$ cat src/rtl/a64pcr_pkg.sv
`timescale 1ns / 1ps

package a64pcr_pkg;

    localparam int WordW = 32;
    localparam int AddrW = 64;
    localparam int PageW = 52;
    localparam int ClsW  = 4;
    localparam int IdxW  = 3;

    typedef enum logic [ClsW-1:0] {
        ClsOther = 4'd0,
        ClsBl    = 4'd1,
        ClsB     = 4'd2,
        ClsBcond = 4'd3,
        ClsCbz   = 4'd4,
        ClsTbz   = 4'd5,
        ClsAdr   = 4'd6,
        ClsAdrp  = 4'd7,
        ClsLit   = 4'd8
    } t_cls;

    // opcode masks and match values
    localparam logic [WordW-1:0] MaskBr    = 32'hfc000000;
    localparam logic [WordW-1:0] OpBl      = 32'h94000000;
    localparam logic [WordW-1:0] OpB       = 32'h14000000;
    localparam logic [WordW-1:0] MaskBcond = 32'hff000010;
    localparam logic [WordW-1:0] OpBcond   = 32'h54000000;
    localparam logic [WordW-1:0] MaskCb    = 32'h7e000000;
    localparam logic [WordW-1:0] OpCbz     = 32'h34000000;
    localparam logic [WordW-1:0] OpTbz     = 32'h36000000;
    localparam logic [WordW-1:0] MaskAdr   = 32'h9f000000;
    localparam logic [WordW-1:0] OpAdr     = 32'h10000000;
    localparam logic [WordW-1:0] OpAdrp    = 32'h90000000;
    localparam logic [WordW-1:0] MaskLit   = 32'h3b000000;
    localparam logic [WordW-1:0] OpLit     = 32'h18000000;

    // re-encode keep masks
    localparam logic [WordW-1:0] KeepImm19 = 32'hff00001f;
    localparam logic [WordW-1:0] KeepImm14 = 32'hfff8001f;
    localparam logic [WordW-1:0] KeepAdr   = 32'h9f00001f;

    // expansion words
    localparam logic [WordW-1:0] MovzHw0 = 32'hd2800000;
    localparam logic [WordW-1:0] MovkHw1 = 32'hf2a00000;
    localparam logic [WordW-1:0] MovkHw2 = 32'hf2c00000;
    localparam logic [WordW-1:0] MovkHw3 = 32'hf2e00000;
    localparam logic [WordW-1:0] BlrX17  = 32'hd63f0220;
    localparam logic [WordW-1:0] BrX17   = 32'hd61f0220;
    localparam logic [4:0]       ScratchReg = 5'd17;

    localparam logic [IdxW-1:0] LastOne  = 3'd0;
    localparam logic [IdxW-1:0] LastMov4 = 3'd3;
    localparam logic [IdxW-1:0] LastBr5  = 3'd4;

endpackage

$ cat src/rtl/aarch64_pc_relative_relocator_core.sv
`timescale 1ns / 1ps

// AArch64 PC-relative instruction relocator.
//
// Request channel: drive i_instr_word, i_source_pc and i_dest_pc with
// i_start high; the request is taken at a rising edge where o_busy is low.
// Result channel: each emitted word appears on o_out_word with o_last_word,
// o_range_fail and o_instr_class for exactly one cycle while o_valid is
// high. The receiver cannot stall; it must take every strobed word.
//
// The first word of a request passes the input register, then the result
// register, before it is strobed.
// Throughput: one request per cycle for single-word results. B and BL expand
// to five words, ADR out of range to four; the held input register emits one
// word per cycle, and o_busy stays high until the cycle of the final word,
// so the next request can be taken on that same edge.
// The address math is three parallel adders on the input register: target,
// byte displacement and page displacement, followed by the range check.
// Reset (synchronous, active low) drops any request in flight and clears
// the strobe; no clearing pass is needed.
module aarch64_pc_relative_relocator_core (
    input  logic                          i_clk,
    input  logic                          i_rst_n,
    input  logic                          i_start,
    output logic                          o_busy,
    input  logic [a64pcr_pkg::WordW-1:0]  i_instr_word,
    input  logic [a64pcr_pkg::AddrW-1:0]  i_source_pc,
    input  logic [a64pcr_pkg::AddrW-1:0]  i_dest_pc,
    output logic                          o_valid,
    output logic [a64pcr_pkg::WordW-1:0]  o_out_word,
    output logic                          o_last_word,
    output logic                          o_range_fail,
    output logic [a64pcr_pkg::ClsW-1:0]   o_instr_class
);
    import a64pcr_pkg::*;

    // input register: word, source pc, and the precomputed pc differences
    logic              r_in_valid;
    logic [WordW-1:0]  r_word;
    logic [AddrW-1:0]  r_src;
    logic [AddrW-1:0]  r_diff;
    logic [PageW-1:0]  r_pdiff;
    logic [IdxW-1:0]   r_idx;

    // result register
    logic              r_valid;
    logic [WordW-1:0]  r_out_word;
    logic              r_last;
    logic              r_fail;
    logic [ClsW-1:0]   r_cls;

    logic              accept;
    logic              at_last;
    t_cls              cls;
    logic [AddrW-1:0]  off;
    logic [AddrW-1:0]  tgt;
    logic [AddrW-1:0]  disp;
    logic [PageW-1:0]  pdisp;
    logic [PageW-1:0]  page_off;
    logic              fit;
    logic [IdxW-1:0]   last_idx;
    logic [4:0]        mov_rd;
    logic [WordW-1:0]  reenc;
    logic [WordW-1:0]  cur_word;
    logic              cur_fail;

    // Classify in priority order: BL, B, B.cond, CBZ, TBZ, ADR, ADRP, literal.
    always_comb begin
        if ((r_word & MaskBr) == OpBl) begin
            cls = ClsBl;
        end else if ((r_word & MaskBr) == OpB) begin
            cls = ClsB;
        end else if ((r_word & MaskBcond) == OpBcond) begin
            cls = ClsBcond;
        end else if ((r_word & MaskCb) == OpCbz) begin
            cls = ClsCbz;
        end else if ((r_word & MaskCb) == OpTbz) begin
            cls = ClsTbz;
        end else if ((r_word & MaskAdr) == OpAdr) begin
            cls = ClsAdr;
        end else if ((r_word & MaskAdr) == OpAdrp) begin
            cls = ClsAdrp;
        end else if ((r_word & MaskLit) == OpLit) begin
            cls = ClsLit;
        end else begin
            cls = ClsOther;
        end
    end

    // Select the sign-extended offset encoded in the word (in pages for ADRP).
    always_comb begin
        case (cls)
            ClsBl, ClsB: begin
                off = {{38{r_word[25]}}, r_word[25:0]} <<< 2;
            end
            ClsTbz: begin
                off = {{48{r_word[18]}}, r_word[18:5], 2'b00};
            end
            ClsAdr, ClsAdrp: begin
                off = {{43{r_word[23]}}, r_word[23:5], r_word[30:29]};
            end
            default: begin
                off = {{43{r_word[23]}}, r_word[23:5], 2'b00};
            end
        endcase
    end

    assign page_off = {{31{r_word[23]}}, r_word[23:5], r_word[30:29]};
    assign tgt      = r_src + off;
    assign disp     = r_diff + off;
    assign pdisp    = r_pdiff + page_off;

    // Range check: the displacement must fit its signed field and, for
    // word-scaled fields, land on a word boundary.
    always_comb begin
        case (cls)
            ClsTbz: begin
                fit = (r_diff[1:0] == 2'b00)
                    && ((&disp[AddrW-1:15]) || !(|disp[AddrW-1:15]));
            end
            ClsAdr: begin
                fit = (&disp[AddrW-1:20]) || !(|disp[AddrW-1:20]);
            end
            ClsAdrp: begin
                fit = (&pdisp[PageW-1:20]) || !(|pdisp[PageW-1:20]);
            end
            default: begin
                fit = (r_diff[1:0] == 2'b00)
                    && ((&disp[AddrW-1:20]) || !(|disp[AddrW-1:20]));
            end
        endcase
    end

    // Re-encoded single word and the word count of this request.
    always_comb begin
        reenc    = r_word;
        last_idx = LastOne;
        mov_rd   = ScratchReg;
        case (cls)
            ClsBl, ClsB: begin
                last_idx = LastBr5;
            end
            ClsBcond, ClsCbz, ClsLit: begin
                reenc = (r_word & KeepImm19) | {8'd0, disp[20:2], 5'd0};
            end
            ClsTbz: begin
                reenc = (r_word & KeepImm14) | {13'd0, disp[15:2], 5'd0};
            end
            ClsAdr: begin
                reenc  = (r_word & KeepAdr)
                       | {1'b0, disp[1:0], 5'd0, disp[20:2], 5'd0};
                mov_rd = r_word[4:0];
                if (!fit) begin
                    last_idx = LastMov4;
                end
            end
            ClsAdrp: begin
                reenc = (r_word & KeepAdr)
                      | {1'b0, pdisp[1:0], 5'd0, pdisp[20:2], 5'd0};
            end
            default: begin
                reenc = r_word;
            end
        endcase
    end

    // Pick the word for the current step of the request.
    always_comb begin
        cur_fail = 1'b0;
        if (last_idx == LastOne) begin
            // keep the original on an out-of-range displacement
            if (cls == ClsOther) begin
                cur_word = r_word;
            end else if (fit) begin
                cur_word = reenc;
            end else begin
                cur_word = r_word;
                cur_fail = 1'b1;
            end
        end else begin
            case (r_idx)
                3'd0:    cur_word = MovzHw0 | {11'd0, tgt[15:0], mov_rd};
                3'd1:    cur_word = MovkHw1 | {11'd0, tgt[31:16], mov_rd};
                3'd2:    cur_word = MovkHw2 | {11'd0, tgt[47:32], mov_rd};
                3'd3:    cur_word = MovkHw3 | {11'd0, tgt[63:48], mov_rd};
                default: cur_word = (cls == ClsBl) ? BlrX17 : BrX17;
            endcase
        end
    end

    assign at_last = (r_idx == last_idx);
    assign o_busy  = r_in_valid && !at_last;
    assign accept  = i_start && !o_busy;

    // Hold the request while its words step out; load a new one on accept.
    always_ff @(posedge i_clk) begin
        if (!i_rst_n) begin
            r_in_valid <= 1'b0;
            r_idx      <= '0;
        end else if (accept) begin
            r_in_valid <= 1'b1;
            r_idx      <= '0;
        end else if (r_in_valid) begin
            if (at_last) begin
                r_in_valid <= 1'b0;
            end else begin
                r_idx <= r_idx + 3'd1;
            end
        end
    end

    always_ff @(posedge i_clk) begin
        if (accept) begin
            r_word  <= i_instr_word;
            r_src   <= i_source_pc;
            r_diff  <= i_source_pc - i_dest_pc;
            r_pdiff <= i_source_pc[AddrW-1:12] - i_dest_pc[AddrW-1:12];
        end
    end

    // Result register: strobe one word per cycle while a request is held.
    always_ff @(posedge i_clk) begin
        if (!i_rst_n) begin
            r_valid <= 1'b0;
        end else begin
            r_valid <= r_in_valid;
        end
    end

    always_ff @(posedge i_clk) begin
        if (r_in_valid) begin
            r_out_word <= cur_word;
            r_last     <= at_last;
            r_fail     <= cur_fail;
            r_cls      <= cls;
        end
    end

    assign o_valid       = r_valid;
    assign o_out_word    = r_out_word;
    assign o_last_word   = r_last;
    assign o_range_fail  = r_fail;
    assign o_instr_class = r_cls;

endmodule

$ cat config.mk
export PLATFORM = sky130hd
export DESIGN_NAME = aarch64_pc_relative_relocator_core
export DESIGN_NICKNAME = d
export VERILOG_FILES = /design/src/rtl/a64pcr_pkg.sv /design/src/rtl/aarch64_pc_relative_relocator_core.sv
export SDC_FILE = /design/constraint.sdc
export NUM_CORES = 1
export LEC_CHECK = 0
export BUFFER_PORTS_ARGS = -buffer_cell sky130_fd_sc_hd__buf_2
export CORE_MARGIN = 2
export CORE_UTILIZATION = 35
export DETAILED_ROUTE_END_ITERATION = 16
export GPL_ROUTABILITY_DRIVEN = 0
export PLACE_DENSITY = 0.54
export SETUP_SLACK_MARGIN = 0.2
export SKIP_LAST_GASP = 1
export SLEW_MARGIN = 15
export SYNTH_ARGS = -nofsm -noshare
export SYNTH_HDL_FRONTEND = slang
export SYNTH_SLANG_ARGS = --single-unit
$ cat constraint.sdc
create_clock -name i_clk -period 36 [get_ports i_clk]
set_input_delay 1.8 -clock i_clk [delete_from_list [all_inputs] [get_ports i_clk]]
set_output_delay 1.8 -clock i_clk [all_outputs]
set_load 0.02 [all_outputs]
==> results.ini <==
[status]
status=complete, no violations

[worst_setup_path]
worst_ep_arrival_time_ns=7.76
path_class=reg2out
rrSetupSlack_ns=26.94
cp_max_fo=74
start_kind=flop
required_ns=34.20
rr_endpoint=r_pdiff[15]
cp-end-kind=output pin
ff2ff_path_depth=21
regToRegStartpoint=r_word[30]

[min_path]
hold_class=reg2reg
whs_endpoint=o_out_word[28]
min_from=r_word[28]
holdPathStages=0

[power_and_ir_drop]
cellPowerDensity_nw_per_um2=45.2
ir_drop_v=0.0000380
p_leak_nw=11.7

[clocking]
hold_buffers=0
cts_tree=built
cts_sinks=255
cts_resized=0
cts_setup_buffers=0
cts_buffers=30
clockBufferDepth=3
cts-root-buf=clkbuf_16
clock_latency_ns=0.60
clkTransAtPathRegs_ns=0.06
htree_levels=1

[detailed_routing]
dr.pass1.iters=6
wl_per_cell_um=24.6
ant_nets=0
via_per_inst=6.03
drc_errors=0
vias=25300
totalWireLength_mm=103
first_iter_violations=2727

[layout]
n_antenna_cell=0
drive_gt1_frac=0.105
finalNonFillerCells=4193
layout.nets=3628
syn_to_final_growth_pct=11.2

[job]
maxCapViolCount=0

[floorplan]
initial_core_util=0.355
coreArea_um2=73200
dieArea_um2=76300
die_h_um=276
die_w_um=276
io_pins=203
num_rows=99

[global_route]
grt_pass1_vias=23200
antenna_found_initial=1
grt_use_met2=0.396
grt_pass1_wl_mm=150
use_met3=0.0326
grtUsageMet1=0.366
busiest_layer=met2
grt.overflow.total=0
grt_usage=0.259
grt_max_degree=84

[timing]
report.final.slew_viol_count=0
finalSetupViolCount=0
fin_skew_ns=0.0160
fmax_mhz=105
holdWs_ns=0.515
tns_ns=0
rsz0062_at_grt=no
tightest_slew_ns=1.23
finalCriticalPeriod_ns=9.56
timing.final.hold_violations=0
slew_headroom=0.179
finalCritPeriodShare=0.266

[synthesis]
synthArstFlopShare=0
synth_top_area_frac=0.289
yosys_warnings=0
synth_cell_type_count=104
yosysMostFrequentCell=a21oi_1
yosysTopAreaCell=edfxtp_1
synth_edf_count=250
synth_area_um2=26000
synth_cells=3072
synth.avg_cell_area_um2=8.45
synthFlopType=edfxtp_1
synthTopCellsByCount=a21oi_1, nand2_1, edfxtp_1
synth-seq-cells=255
syn_nets=3489
synth_seq_area_share=0.293
synthTopCellsByArea=edfxtp_1, ha_1, a21oi_1, xnor2_1, o21ai_0

[placement]
port_buffers=202
post-dp-hpwl_mm=86.4
dp_cells=4138

## sequential cells by signal (all words and copies together) (netlist names)
register	count
r_diff	64
r_src	64
r_pdiff	52
o_out_word	32
r_word	32
o_instr_class	4
r_idx	3
o_last_word	1
o_range_fail	1
o_valid	1
r_in_valid	1
## cell type report
type	instances	area [µm²]
flip-flops and latches	255	7610
well taps	959	1200
repair buffers	217	1120
inverters	158	593
multi-input cells	2549	17300
clock buffers	31	754
fillers	7492	44400
clock inverters	24	230
## logic make-up after synthesis
family / Yosys count / share of synthesized area
adders and majority gates: 254 / 0.124
muxes: 11 / 0.00434
and+or+nand+nor: 937 / 0.181
AOI/OAI and AO/OA: 1094 / 0.271
buffers and inverters: 268 / 0.0405
xor gates and xnor gates: 253 / 0.0854
DFF: 255 / 0.293
## power breakdown
part           leakage (nW)  switching [W]  internal [W]  total, W
clock network         0.467       0.000131      0.000169  0.000299
registers              2.47      0.0000265      0.000366  0.000392
logic                  8.79       0.000398      0.000216  0.000613
## metrics by stage
stage / instance area (µm²) / setup WS, ns / total power [W] / util
after global routing: 28900 / 26.12 / 0.00137 / 0.394
after floorplan: 26000 / 17.60 / 0.000801 / -
after detailed placement: 27900 / 26.79 / 0.000989 / 0.381
after CTS: 28800 / 26.21 / 0.00129 / 0.394
after global placement: 27900 / 26.88 / 0.000993 / 0.381
final: 28900 / 26.44 / 0.00131 / 0.394
## how the worst max path moves through the flow
stage | from | endpoint | depth (start not counted) | slack [ns]
floorplan | r_word[23] | r_diff[0] | 18 | 17.60
global placement | r_word[30] | r_pdiff[46] | 21 | 26.88
finish | r_word[30] | o_busy | 19 | 26.44
CTS | r_word[30] | o_busy | 19 | 26.21
detailed placement | r_word[30] | r_word[23] | 21 | 26.79
global route | r_word[30] | o_busy | 19 | 26.12
## critical path, cell delays in order (launching register included)
cell and delay [ns]:
edfxtp_1 0.51, nor4bb_4 0.72, o211ai_1 0.27, o21ai_4 0.10
buf_4 0.70, ha_1 0.50, a21oi_1 0.22, o21ai_1 0.14
a221o_1 0.46, a21o_1 0.21, nor4_1 0.36, nor2_1 0.15
a221oi_1 0.33, xor2_1 0.16, or4_1 0.55, or4b_4 0.57
nor4_4 0.28, nor4_1 0.16, nor3_4 0.43, buf_2 0.27
## layer usage
layer  up-vias  wire length, µm
li1      11800                -
met1     12100            45700
met2      1154            44000
met3       152             8100
met4         2             5220
met5         -               12
## cells in the final DEF, fill, tap and decap left out, types with 15 or more instances in the layout
cell / count
a221oi_1: 21
a21oi_1: 337
and2_1: 27
inv_1: 157
xnor2_1: 156
a21o_1: 122
nor2b_1: 27
or3_1: 23
or2_2: 21
a211oi_1: 27
nor4_1: 27
nand2b_1: 26
nand4_1: 77
buf_4: 15
edfxtp_1: 250
o21a_1: 58
o211ai_1: 15
a21boi_0: 23
and3_1: 22
buf_2: 202
o21bai_1: 50
nor3_1: 67
xor2_1: 97
nand3_1: 64
o31ai_1: 16
nor2_1: 189
ha_1: 249
clkbuf_16: 30
nand2_1: 290
a31oi_1: 32
o21ai_0: 223
o21ai_1: 17
Note: power is estimated with default switching activity, not from simulation.
